==> config.mk <==
export PLATFORM = sky130hd
export DESIGN_NAME = rcm_ctrl
export DESIGN_NICKNAME = d
export VERILOG_FILES = /design/src/hw/rtl/rcm_pkg.sv /design/src/hw/rtl/rcm_ctrl.sv
export VERILOG_INCLUDE_DIRS = /design/src /design/src/hw/rtl
export SDC_FILE = /design/constraint.sdc
export NUM_CORES = 1
export LEC_CHECK = 0
export ABC_AREA = 1
export BUFFER_PORTS_ARGS = -buffer_cell sky130_fd_sc_hd__buf_2
export CORE_AREA = 4 4 41 43
export CTS_BUF_LIST = sky130_fd_sc_hd__clkbuf_4
export DETAILED_ROUTE_END_ITERATION = 7
export DIE_AREA = 0 0 45 47
export PLACE_DENSITY = 0.71
export SLEW_MARGIN = 20
export SYNTH_ARGS = -nofsm -noshare
export SYNTH_HDL_FRONTEND = slang
export SYNTH_SLANG_ARGS = --single-unit
==> constraint.sdc <==
create_clock -name clock -period 1.2 [get_ports clock]
set_input_delay 0.12 -clock clock [delete_from_list [all_inputs] [get_ports clock]]
set_output_delay 0.12 -clock clock [all_outputs]
set_load 0.03 [all_outputs]
==> src/hw/rtl/rc_channel_mixer_unit_defines.svh <==
// Assertion macros used by the channel mixer sequencer (rcm_ctrl).
// No dependencies; expects signals named clock and reset in the using scope.
`ifndef RC_CHANNEL_MIXER_UNIT_DEFINES_SVH
`define RC_CHANNEL_MIXER_UNIT_DEFINES_SVH

`ifndef SYNTHESIS
`define RCM_ASSERT(lbl, prop, msg) \
   lbl: assert property (@(posedge clock) disable iff (reset) prop) else $error(msg);
`define RCM_NEVER(lbl, cond, msg) \
   lbl: assert property (@(posedge clock) disable iff (reset) !(cond)) else $error(msg);
`else
`define RCM_ASSERT(lbl, prop, msg)
`define RCM_NEVER(lbl, cond, msg)
`endif

`endif

==> src/hw/rtl/rcm_pkg.sv <==
// Shared constants, types and helper functions of the channel mixer.
// No dependencies; imported by every module of the block but rcm_ram.
package rcm_pkg;

   localparam int NUM_CHANNELS       = 16;
   localparam int NUM_MIXERS         = 6;
   localparam int NUM_SOURCES        = 200;
   localparam int SOURCES_PER_DEVICE = 50;
   localparam int NUM_DEVICES        =
      (NUM_SOURCES + SOURCES_PER_DEVICE - 1) / SOURCES_PER_DEVICE;

   localparam int ID_W      = 8;
   localparam int ADDR_W    = $clog2(NUM_SOURCES);
   localparam int VAL_W     = 16;
   localparam int SIDE_W    = 18;
   localparam int SUM_W     = 19;
   localparam int CHAN_W    = 4;
   localparam int OP_W      = 2;
   localparam int DEV_W     = 2;
   localparam int ENTRY_W   = 25;
   localparam int PAIR_W    = 50;
   localparam int NUM_PAIRS = 3;
   localparam int MAP_W     = 64;
   localparam int INV_W     = 16;
   localparam int CSR_W     = 64;
   localparam int CSR_IDX_W = 3;

   localparam logic [ID_W-1:0] SKIP_ID   = 8'd22;
   localparam logic [ID_W-1:0] BUTTON_LO = 8'd8;
   localparam logic [ID_W-1:0] BUTTON_HI = 8'd39;
   localparam logic signed [SIDE_W-1:0] RAIL_HI = 18'sd32767;
   localparam logic signed [SIDE_W-1:0] RAIL_LO = -18'sd32767;

   localparam logic [PAIR_W-1:0] PAIR_RESET = 50'd536870928;

   // transaction opcodes
   localparam logic [OP_W-1:0] OP_WRITE = 2'd0;
   localparam logic [OP_W-1:0] OP_CLEAR = 2'd1;
   localparam logic [OP_W-1:0] OP_FRAME = 2'd2;

   // register indexes
   localparam logic [CSR_IDX_W-1:0] CSR_ENABLED  = 3'd0;
   localparam logic [CSR_IDX_W-1:0] CSR_PAIR_0   = 3'd1;
   localparam logic [CSR_IDX_W-1:0] CSR_PAIR_1   = 3'd2;
   localparam logic [CSR_IDX_W-1:0] CSR_PAIR_2   = 3'd3;
   localparam logic [CSR_IDX_W-1:0] CSR_MAP_LOW  = 3'd4;
   localparam logic [CSR_IDX_W-1:0] CSR_MAP_HIGH = 3'd5;
   localparam logic [CSR_IDX_W-1:0] CSR_INVERT   = 3'd6;

   typedef struct packed {
      logic              store_write;
      logic              clear_dev;
      logic              issue_a;
      logic              issue_b;
      logic              load_out;
      logic [CHAN_W-1:0] chan;
      logic              last;
   } cmd_type;

   typedef struct packed {
      logic enabled;
   } status_type;

   // id mod SOURCES_PER_DEVICE falls in the button range (ids from NUM_SOURCES up are never buttons)
   function automatic logic is_toggle_id(input logic [ID_W-1:0] id);
      logic [ID_W-1:0] loc;
      loc = '0;
      for (int k = 0; k < NUM_DEVICES; k++) begin
         if (int'(id) >= k * SOURCES_PER_DEVICE &&
             int'(id) < (k + 1) * SOURCES_PER_DEVICE) begin
            loc = ID_W'(int'(id) - k * SOURCES_PER_DEVICE);
         end
      end
      return (loc >= BUTTON_LO) && (loc <= BUTTON_HI);
   endfunction

   function automatic logic signed [SIDE_W-1:0] side_value(
      input logic signed [VAL_W-1:0] raw,
      input logic                    zero,
      input logic                    button,
      input logic                    center,
      input logic                    reverse);
      logic signed [SIDE_W-1:0] v;
      logic signed [SIDE_W-1:0] r;
      r = SIDE_W'(raw);
      if (zero) begin
         v = '0;
      end else if (button) begin
         if (raw == '0) begin
            v = center ? '0 : RAIL_LO;
         end else begin
            v = RAIL_HI;
         end
      end else begin
         v = center ? ((r <<< 1) - RAIL_HI) : r;
      end
      if (zero) begin
         return '0;
      end
      return reverse ? -v : v;
   endfunction

   function automatic logic signed [VAL_W-1:0] sat16(input logic signed [SUM_W-1:0] v);
      if (v > SUM_W'(32767)) begin
         return 16'sh7FFF;
      end
      if (v < -SUM_W'(32768)) begin
         return 16'sh8000;
      end
      return v[VAL_W-1:0];
   endfunction

endpackage

==> src/hw/rtl/rcm_ctrl.sv <==
// Sequencer of the channel mixer: request handshake, channel counter, result valid.
// Depends on rcm_pkg and rc_channel_mixer_unit_defines.svh.
`include "rc_channel_mixer_unit_defines.svh"

module rcm_ctrl import rcm_pkg::*; (
   input  logic            clock,
   input  logic            reset,
   input  logic            req_valid,
   output logic            req_ready,
   input  logic [OP_W-1:0] req_op,
   output logic            rsp_valid,
   input  logic            rsp_ready,
   input  status_type      status,
   output cmd_type         cmd
);

   typedef enum logic [1:0] {S_IDLE, S_ISSUE_A, S_ISSUE_B, S_CALC} state_type;

   state_type         state_ff, state_in;
   logic [CHAN_W-1:0] ch_ff, ch_in;
   logic              rsp_valid_ff, rsp_valid_in;
   logic              accept;
   logic              last_ch;
   logic              out_free;

   assign req_ready = (state_ff == S_IDLE);
   assign accept    = req_valid && req_ready;
   assign last_ch   = (ch_ff == CHAN_W'(NUM_CHANNELS - 1));
   assign out_free  = !rsp_valid_ff || rsp_ready;

   always_comb begin
      state_in          = state_ff;
      ch_in             = ch_ff;
      rsp_valid_in      = rsp_valid_ff && !rsp_ready;
      cmd.store_write   = 1'b0;
      cmd.clear_dev     = 1'b0;
      cmd.issue_a       = 1'b0;
      cmd.issue_b       = 1'b0;
      cmd.load_out      = 1'b0;
      cmd.chan          = ch_ff;
      cmd.last          = last_ch;
      case (state_ff)
         S_IDLE: begin
            if (accept) begin
               case (req_op)
                  OP_WRITE: cmd.store_write = 1'b1;
                  OP_CLEAR: cmd.clear_dev = 1'b1;
                  OP_FRAME: begin
                     if (status.enabled) begin
                        ch_in    = '0;
                        state_in = S_ISSUE_A;
                     end
                  end
                  default: ;
               endcase
            end
         end
         S_ISSUE_A: begin
            cmd.issue_a = 1'b1;
            state_in    = S_ISSUE_B;
         end
         S_ISSUE_B: begin
            cmd.issue_b = 1'b1;
            state_in    = S_CALC;
         end
         S_CALC: begin
            // hold here while the previous result is still unclaimed
            if (out_free) begin
               cmd.load_out = 1'b1;
               rsp_valid_in = 1'b1;
               if (last_ch) begin
                  state_in = S_IDLE;
               end else begin
                  ch_in    = ch_ff + CHAN_W'(1);
                  state_in = S_ISSUE_A;
               end
            end
         end
         default: state_in = S_IDLE;
      endcase
   end

   always_ff @(posedge clock) begin
      if (reset) begin
         state_ff     <= S_IDLE;
         ch_ff        <= '0;
         rsp_valid_ff <= 1'b0;
      end else begin
         state_ff     <= state_in;
         ch_ff        <= ch_in;
         rsp_valid_ff <= rsp_valid_in;
      end
   end

   assign rsp_valid = rsp_valid_ff;

   `RCM_NEVER(a_no_overwrite, cmd.load_out && rsp_valid_ff && !rsp_ready, "result overwritten")
   `RCM_ASSERT(a_frame_start, (accept && req_op == OP_FRAME && status.enabled) |=> (state_ff == S_ISSUE_A && ch_ff == '0), "frame did not start at channel zero")
   `RCM_ASSERT(a_last_ends, (cmd.load_out && cmd.last) |=> (state_ff == S_IDLE), "frame did not end after last channel")
   `RCM_NEVER(a_store_busy, (cmd.store_write || cmd.clear_dev) && state_ff != S_IDLE, "store update during frame")

endmodule

# == Word level (Yosys, flattened, before mapping) ==
# Cells that the tools add are included.
# totals
out_inout_bits,12
in_bits,7
regBits,7
word_cells,47
# op_classes
n_reduce_logical,10
mux,22
n_addsub,1
n_eq_ne,11
# ops
op,count
4-bit 2-to-1 mux,5
2-bit 2-to-1 mux,6
1-bit 2-to-1 mux,9
2-bit case mux with 4 select lines,1
4-bit case mux with 2 select lines,1
"2-bit equality test, second input constant",3
"2-bit by 1-bit inequality test with 1-bit output, second input constant",3
6-bit AND reduction,1
"4-bit by 1-bit adder with 4-bit output, second input constant",1
"2-bit by 1-bit equality test with 1-bit output, second input constant",2
"4-bit equality test, second input constant",1
2-bit zero test,2
"2-bit inequality test, second input constant",2
4-bit AND reduction,1
1-bit logical AND,2
1-bit zero test,2
2-bit nonzero test,1
1-bit logical OR,1

# == Depth between registers and ports, before layout ==
# Gate-level depths: netlist (run 1).
# logic_depth
ltp_word,4
depth_mapped,9
depth_no_buf,9

# == Worst setup path after synthesis (run 1) ==
# No wires, ideal clock.
# synth_timing
kind,flip-flop to output port
from,register state_ff[0]
to,output port cmd[8] (netlist name)
arrival_ns,1.617
slack_ns,-0.537
n_path_buf,0
path_stages_with_launch,5
t_required_ns,1.080
path_cell_list,dfxtp_1 > inv_1 > ha_1 > nand2_1 > nor3_1
# synth_lines
element,line_no,rtl
"start, declared",rcm_ctrl.sv:19,"state_type state_ff, state_in;"
"start signal, assigned",rcm_ctrl.sv:89,state_ff <= state_in;
"end, declared",rcm_ctrl.sv:14,output cmd_type cmd

# == Final worst setup path (run 1) ==
# layout_timing
from,register state_ff[0]
to,register ch_ff[0]
# layout_via
elab_chain_len,4
word_cells_on_any_way,11
classes_between,6 x eq/ne; 1 x mux; 4 x reduce/logical
# layout_rtl
element,line_no,rtl
2-bit zero test,"rcm_ctrl.sv:26, rcm_ctrl.sv:42",
1-bit logical AND,rcm_ctrl.sv:27,assign accept = req_valid && req_ready;
2-bit by 1-bit inequality test with 1-bit output (no source line),-,
6-bit AND reduction (no source line),-,
"end signal, assigned",rcm_ctrl.sv:90,ch_ff <= ch_in;
"end, declared",rcm_ctrl.sv:20,"logic [CHAN_W-1:0] ch_ff, ch_in;"
# Parallel ways exist; a longest one is shown, timed or not.
# A chain may end at the register's enable or synchronous reset.

==> results by group, run 1 <==
Clock network
  – CTS tree: yes
  – CTS clk-pin slew, worst paths: 0.07 ns
  – H-tree depth: 1
  – Number of CTS-inserted buffers: 3
  – Post-CTS Hold Fix Bufs: 0
  – Worst-Skew Late Latency: 0.27 ns
  – Root buf cell: clkbuf_4
  – Bufs on Longest Clock Path: 2
  – CTS Sinks: 7

Synthesis
  – Dominant synthesized flop cell: dfxtp_1
  – Syn nets: 96
  – Synth Cell Area: 563 um2
  – Ys Warns: 0
  – XOR/XNOR share of the synthesized area: 0
  – Leading area contributor after synthesis: dfxtp_1
  – Most frequent cell after synthesis: nand2_1
  – Synth cell count leaders: nand2_1 (19), inv_1 (14), nand3_1 (11)
  – Multiplexer share of the synthesized area: 0
  – Sequential area share after synthesis: 0.249
  – Mapped Avg Cell Area: 6.78 um2
  – EDFF count, synth: 0
  – FF+latch count, synth: 7
  – Top post-synthesis cells by area: dfxtp_1 (25%), ha_1 (13%), nand2_1 (13%)
  – Asr flop ratio synth: 0
  – Library cells used by synthesis: 17
  – Adder-Cell Fraction of Synth Area: 0.133
  – Synth Area in Compound Gates: 0.0911
  – Synth Area in Simple Gates: 0.413
  – Top-area cell type share of the netlist area: 0.249
  – Largest family of logic cells by synthesized area: simple AND/OR/NAND/NOR gates
  – Post-Synthesis Cells: 83

Outcome
  – Failing checks: negative setup slack
  – Outcome: complete, but fails checks

Worst setup path
  – Reg2Reg Launch Point: state_ff[0]
  – Crit Path Class: reg -> reg
  – Worst path required time: 1.36 ns
  – Crit. End Element: register
  – Worst r2r dst: ch_ff[0]
  – FF-to-FF path depth: 9
  – Worst EP arrival: 1.52 ns
  – Worst-path fanout max: 5
  – Reg2Reg Setup Slack: -0.16 ns
  – CP startpoint kind: register

Drt
  – DRT Pass-1 Iters: 5
  – Routed wire length: 1760 um
  – Via/cell ratio: 4.90
  – Via count: 661
  – 1st-iter DRT viols: 11
  – Per-cell routed wire length: 13.1 um
  – Routed Antenna Nets: 0
  – DRC Markers: 0

Timing
  – Post-layout min period: 1.36 ns
  – Final count of pins violating max slew: 0
  – Worst Hold Margin: 0.0606 ns
  – Slew HR: 0.858
  – Hold Vio Cnt, Final: 0
  – Fmax: 0.733 GHz
  – Setup ws final: -0.164 ns
  – Final period util: 1.14
  – RSZ-0062 raised after global routing: true
  – Final Setup Violations: 11
  – Final setup TNS: -1.33 ns
  – Worst Tran Pin Value: 0.213 ns
  – Worst clock skew: 0.00982 ns

Hold path
  – Hold wc startpoint: reset
  – Worst hold endpoint: state_ff[0]
  – Min-delay worst type: in -> reg
  – Worst hold path stage count: 2

Power and ir drop
  – Internal: 0.781 mW
  – Power per cell area: 1310 nW/um2
  – Max IR drop VDD: 803 uV
  – Combinational share of power: 0.594
  – Clock network fraction of design power: 0.190
  – Flop pwr share: 0.216
  – Static leakage: 0.495 nW
  – Switch share: 0.431
  – P_sw: 0.591 mW

Floorplan
  – Die X: 45 um
  – # IOs: 19
  – DIE HEIGHT: 47 um
  – Die area: 2120 um2
  – # rows: 13
  – Core area: 1300 um2
  – Starting Density: 0.433

GRT
  – GR Overflow Total: 0
  – Pin count of the biggest net entering global routing: 8
  – Vias in the first global route: 596
  – First-pass GRT wire length: 2540 um
  – Global Route Usage Sum: 0.170
  – Initial antenna violation count: 0

Finish
  – FILL cells: 74
  – Final core occ: 0.808
  – Post-Layout Inst Area: 1050 um2
  – Layout cells sized above 1: 0.642
  – Antenna Cells: 0
  – Synth-to-Final Area Change: 86.7%
  – Total Nets Final: 134

Run
  – MaxCap Viol Count: 0

Placed design
  – Dpl hpwl: 1090 um
  – Placement Cell Area: 782 um2
  – PortBufs: 18
  – Placer Congestion: 0.835
-- final cells by class --
type / instances / area [um2] / share of cell area
Clock buffer: 4 / 30.0 / 0.0286
Tap cell: 15 / 18.8 / 0.0179
Sequential cell: 7 / 156 / 0.149
Multi-Input combinational cell: 61 / 515 / 0.490
Timing Repair Buffer: 33 / 267 / 0.254
Inverter: 15 / 63.8 / 0.0607
-- worst max-delay path by stage --
stage / from / endpoint / slack [ns] / depth (start not counted)
3_5_place_dp: state_ff[0] / ch_ff[1] / -0.07 / 8
6_report: state_ff[0] / ch_ff[0] / -0.16 / 9
5_1_grt: state_ff[0] / ch_ff[2] / -0.23 / 8
2_1_floorplan: state_ff[0] / ch_ff[3] / -0.03 / 7
4_1_cts: state_ff[1] / cmd[8] / -0.14 / 5
3_3_place_gp: state_ff[0] / ch_ff[1] / -0.04 / 8
-- metal layers --
layer / GRT usage / vias up / wire (um)
li1: - / 339 / -
met4: 0.105 / 0 / 59
met2: 0.274 / 15 / 857
met3: 0.0345 / 8 / 78
met5: 0 / - / 0
met1: 0.209 / 299 / 769
-- power groups by stage --
stage	clock, mW	sequential, mW	combinational [mW]
after floorplan	0	0.320	0.346
after global placement	0	0.289	0.523
after detailed placement	0	0.292	0.532
after CTS	0.268	0.294	0.663
after global routing	0.277	0.300	0.878
final	0.261	0.296	0.815
-- flip-flops by register name, indices dropped and copies added (netlist names) --
name,count
ch_ff,4
state_ff,2
rsp_valid,1
-- what timing repair did --
item                                   CTS  global route
pin swaps                                4             9
endpoints found under the hold margin    0             0
cloned                                   1             0
resized for setup                       29            17
setup endpoints to repair               13            13
buffers inserted                         2             4
-- metrics by stage --
step                      cells  worst slack [ns]  power, mW
after floorplan              83           -0.0338      0.665
after global placement      124           -0.0387      0.812
after detailed placement    124           -0.0696      0.824
after CTS                   131            -0.143       1.22
after global routing        135            -0.234       1.46
final                       135            -0.164       1.37
-- cell families (layout without fill, tap and decap cells) --
kind of cell             count (synthesis)  after routing
AO/OA/AOI/OAI                            8              8
AND/OR/NAND/NOR                         46             47
buffers and inverters                   16             52
flip-flops                               7              7
adder cells (fa/ha/maj)                  6              6
-- layout by cell type, fill, tap and decap left out, drive strengths merged --
cell	instances
nand3	12
nor3	2
nor2	8
ha	6
clkbuf	4
nor3b	1
dfxtp	7
o21ai	2
buf	33
a21oi	6
inv	15
nand2	23
nand4	1
-- worst max-delay path, stage by stage (launching register included) --
cell and delay (ns):
dfxtp_4 0.37, inv_4 0.05, ha_2 0.18, nand2_2 0.10, o21ai_4 0.09, buf_12 0.13, nor2_8 0.12, nand3_1 0.09
nand2_1 0.08, nor2_1 0.04
Power figures use the tool's default switching activity.
==> run 2: changes to the inputs <==
Settings changed: ABC_AREA 1 to not set, PLACE_DENSITY 0.71 to 0.67.
==> results by group, run 2 <==
Outcome
  – Outcome: complete, but fails checks
  – Failing checks: negative setup slack

Synthesis
  – Ys Warns: 0
  – Dominant synthesized flop cell: dfxtp_1
  – Top post-synthesis cells by area: dfxtp_1 (27%), ha_1 (14%), a31oi_1 (6.0%)
  – Leading area contributor after synthesis: dfxtp_1
  – Synth cell count leaders: dfxtp_1 (7), ha_1 (6), a31oi_1 (5)
  – Synth Cell Area: 518 um2
  – Library cells used by synthesis: 28
  – Syn nets: 66
  – Most frequent cell after synthesis: dfxtp_1
  – Sequential area share after synthesis: 0.271
  – EDFF count, synth: 0
  – FF+latch count, synth: 7
  – Post-Synthesis Cells: 53
  – Asr flop ratio synth: 0
  – Top-area cell type share of the netlist area: 0.271
  – Mapped Avg Cell Area: 9.77 um2

Floorplan
  – Starting Density: 0.398
  – # rows: 13
  – # IOs: 19
  – DIE HEIGHT: 47 um
  – Die X: 45 um
  – Die area: 2120 um2
  – Core area: 1300 um2

Clock network
  – CTS Sinks: 7
  – CTS tree: yes
  – Root buf cell: clkbuf_4
  – Bufs on Longest Clock Path: 2
  – H-tree depth: 1
  – Post-CTS Hold Fix Bufs: 0
  – CTS clk-pin slew, worst paths: 0.06 ns
  – Worst-Skew Late Latency: 0.26 ns
  – Number of CTS-inserted buffers: 3

Timing
  – Hold Vio Cnt, Final: 0
  – Worst Tran Pin Value: 0.305 ns
  – Final count of pins violating max slew: 0
  – Worst Hold Margin: 0.132 ns
  – Fmax: 0.715 GHz
  – Final setup TNS: -1.55 ns
  – RSZ-0062 raised after global routing: true
  – Worst clock skew: 0.00455 ns
  – Slew HR: 0.797
  – Final period util: 1.17
  – Post-layout min period: 1.40 ns
  – Setup ws final: -0.199 ns
  – Final Setup Violations: 13

Run
  – MaxCap Viol Count: 0

Power and ir drop
  – Max IR drop VDD: 1010 uV
  – Static leakage: 0.418 nW
  – Total power: 0.838 mW
  – Power per cell area: 850 nW/um2

Worst setup path
  – Critical path origin: state_ff[0]
  – Worst EP arrival: 1.57 ns
  – Reg2Reg Launch Point: state_ff[0]
  – CP startpoint kind: register
  – Worst path required time: 1.37 ns
  – Crit. End Element: register
  – Crit Path Class: reg -> reg
  – Worst-path fanout max: 4

Drt
  – Routed wire length: 1420 um
  – Via count: 536
  – 1st-iter DRT viols: 3
  – DRT Pass-1 Iters: 2
  – Per-cell routed wire length: 13.6 um
  – DRC Markers: 0
  – Routed Antenna Nets: 0
  – Via/cell ratio: 5.10

GRT
  – Pin count of the biggest net entering global routing: 10
  – Vias in the first global route: 541
  – GR Overflow Total: 0
  – First-pass GRT wire length: 2310 um
  – Global Route Usage Sum: 0.165
  – Initial antenna violation count: 0

Finish
  – Commonest non-fill, non-tap cell in the layout: buf_4
  – Max FFs per register: 4
  – Layout cells sized above 1: 0.756
  – Most frequent cells in the layout: buf_4 (15), buf_2 (11), buf_6 (9)
  – Antenna Cells: 0
  – Synth-to-Final Area Change: 90.3%
  – Total Nets Final: 104
  – Largest reg by FF count: ch_ff

Placed design
  – Dpl hpwl: 1040 um
  – Placer Congestion: 0.738
  – PortBufs: 18

Hold path
  – Min-delay worst type: in -> reg
  – Hold wc startpoint: reset
[run 2: changes by cell type after synthesis, sizes merged, moves of 2 or more]
cell | before | now
a21oi | 6 | 2
nand3 | 12 | 2
a221oi | 0 | 2
mux2i | 0 | 2
or3b | 0 | 2
a31oi | 0 | 5
nor2b | 0 | 3
inv | 15 | 3
nand2 | 23 | 1
nor2 | 7 | 3
[run 2: per-layer routing]
layer  vias up  global-route usage  part of all wire
met5         -                   0                 0
met1       248               0.167              0.40
li1        270                   -                 -
met3         6              0.0536             0.042
met4         0               0.164             0.040
met2        12               0.263              0.52
[run 2: cells by family after synthesis]
group / share of synthesized area
AO/OA/AOI/OAI: 0.232
buffers and inverters: 0.0507
multiplexers: 0.0386
flip-flops: 0.271
AND/OR/NAND/NOR: 0.263
adder cells (fa/ha/maj): 0.145
[run 2: report_power, final]
group | total [mW] | leakage (nW) | switching (mW) | internal [mW]
clock network | 0.250 | 0.0184 | 0.0993 | 0.150
logic | 0.340 | 0.340 | 0.166 | 0.174
registers | 0.249 | 0.0597 | 0.0139 | 0.235
[run 2: layout make-up]
type | count | area [um2]
fillers | 90 | 315
multi-input cells | 41 | 492
clock buffers | 4 | 30.0
repair buffers | 35 | 269
flip-flops and latches | 7 | 155
well taps | 15 | 18.8
inverters | 3 | 21.3
[run 2: timing repair]
| action | in CTS | in global routing |
|---|---|---|
| pin swaps | 6 | 3 |
| hold endpoints to repair | 0 | 0 |
| setup endpoints to repair | 13 | 13 |
| gates cloned | 0 | 0 |
| setup buffers | 5 | 1 |
| gates resized for setup | 33 | 3 |
[run 2: worst paths after layout]
check	cells past startpoint	endpoint	slack (ns)
setup / recovery	6	state_ff[0]	-0.20
hold / removal	2	state_ff[0]	0.13
setup reg to reg	6	state_ff[0]	-0.20
hold reg to reg	1	ch_ff[2]	0.56
[run 2: worst max-delay path, stage by stage (launching register included)]
cell and delay, ns:
dfxtp_4 0.39, inv_6 0.05, ha_4 0.15, nor2b_4 0.13, a221oi_4 0.27, o21ai_2 0.10, a221oi_2 0.22
[run 2: metrics by stage]
step	setup slack, ns	cell area, um2	instances	util
after floorplan	-0.125	597	53	-
after global placement	-0.205	785	97	0.603
after detailed placement	-0.206	785	97	0.603
after CTS	-0.223	976	105	0.750
after global routing	-0.267	986	105	0.758
final	-0.199	986	105	0.758
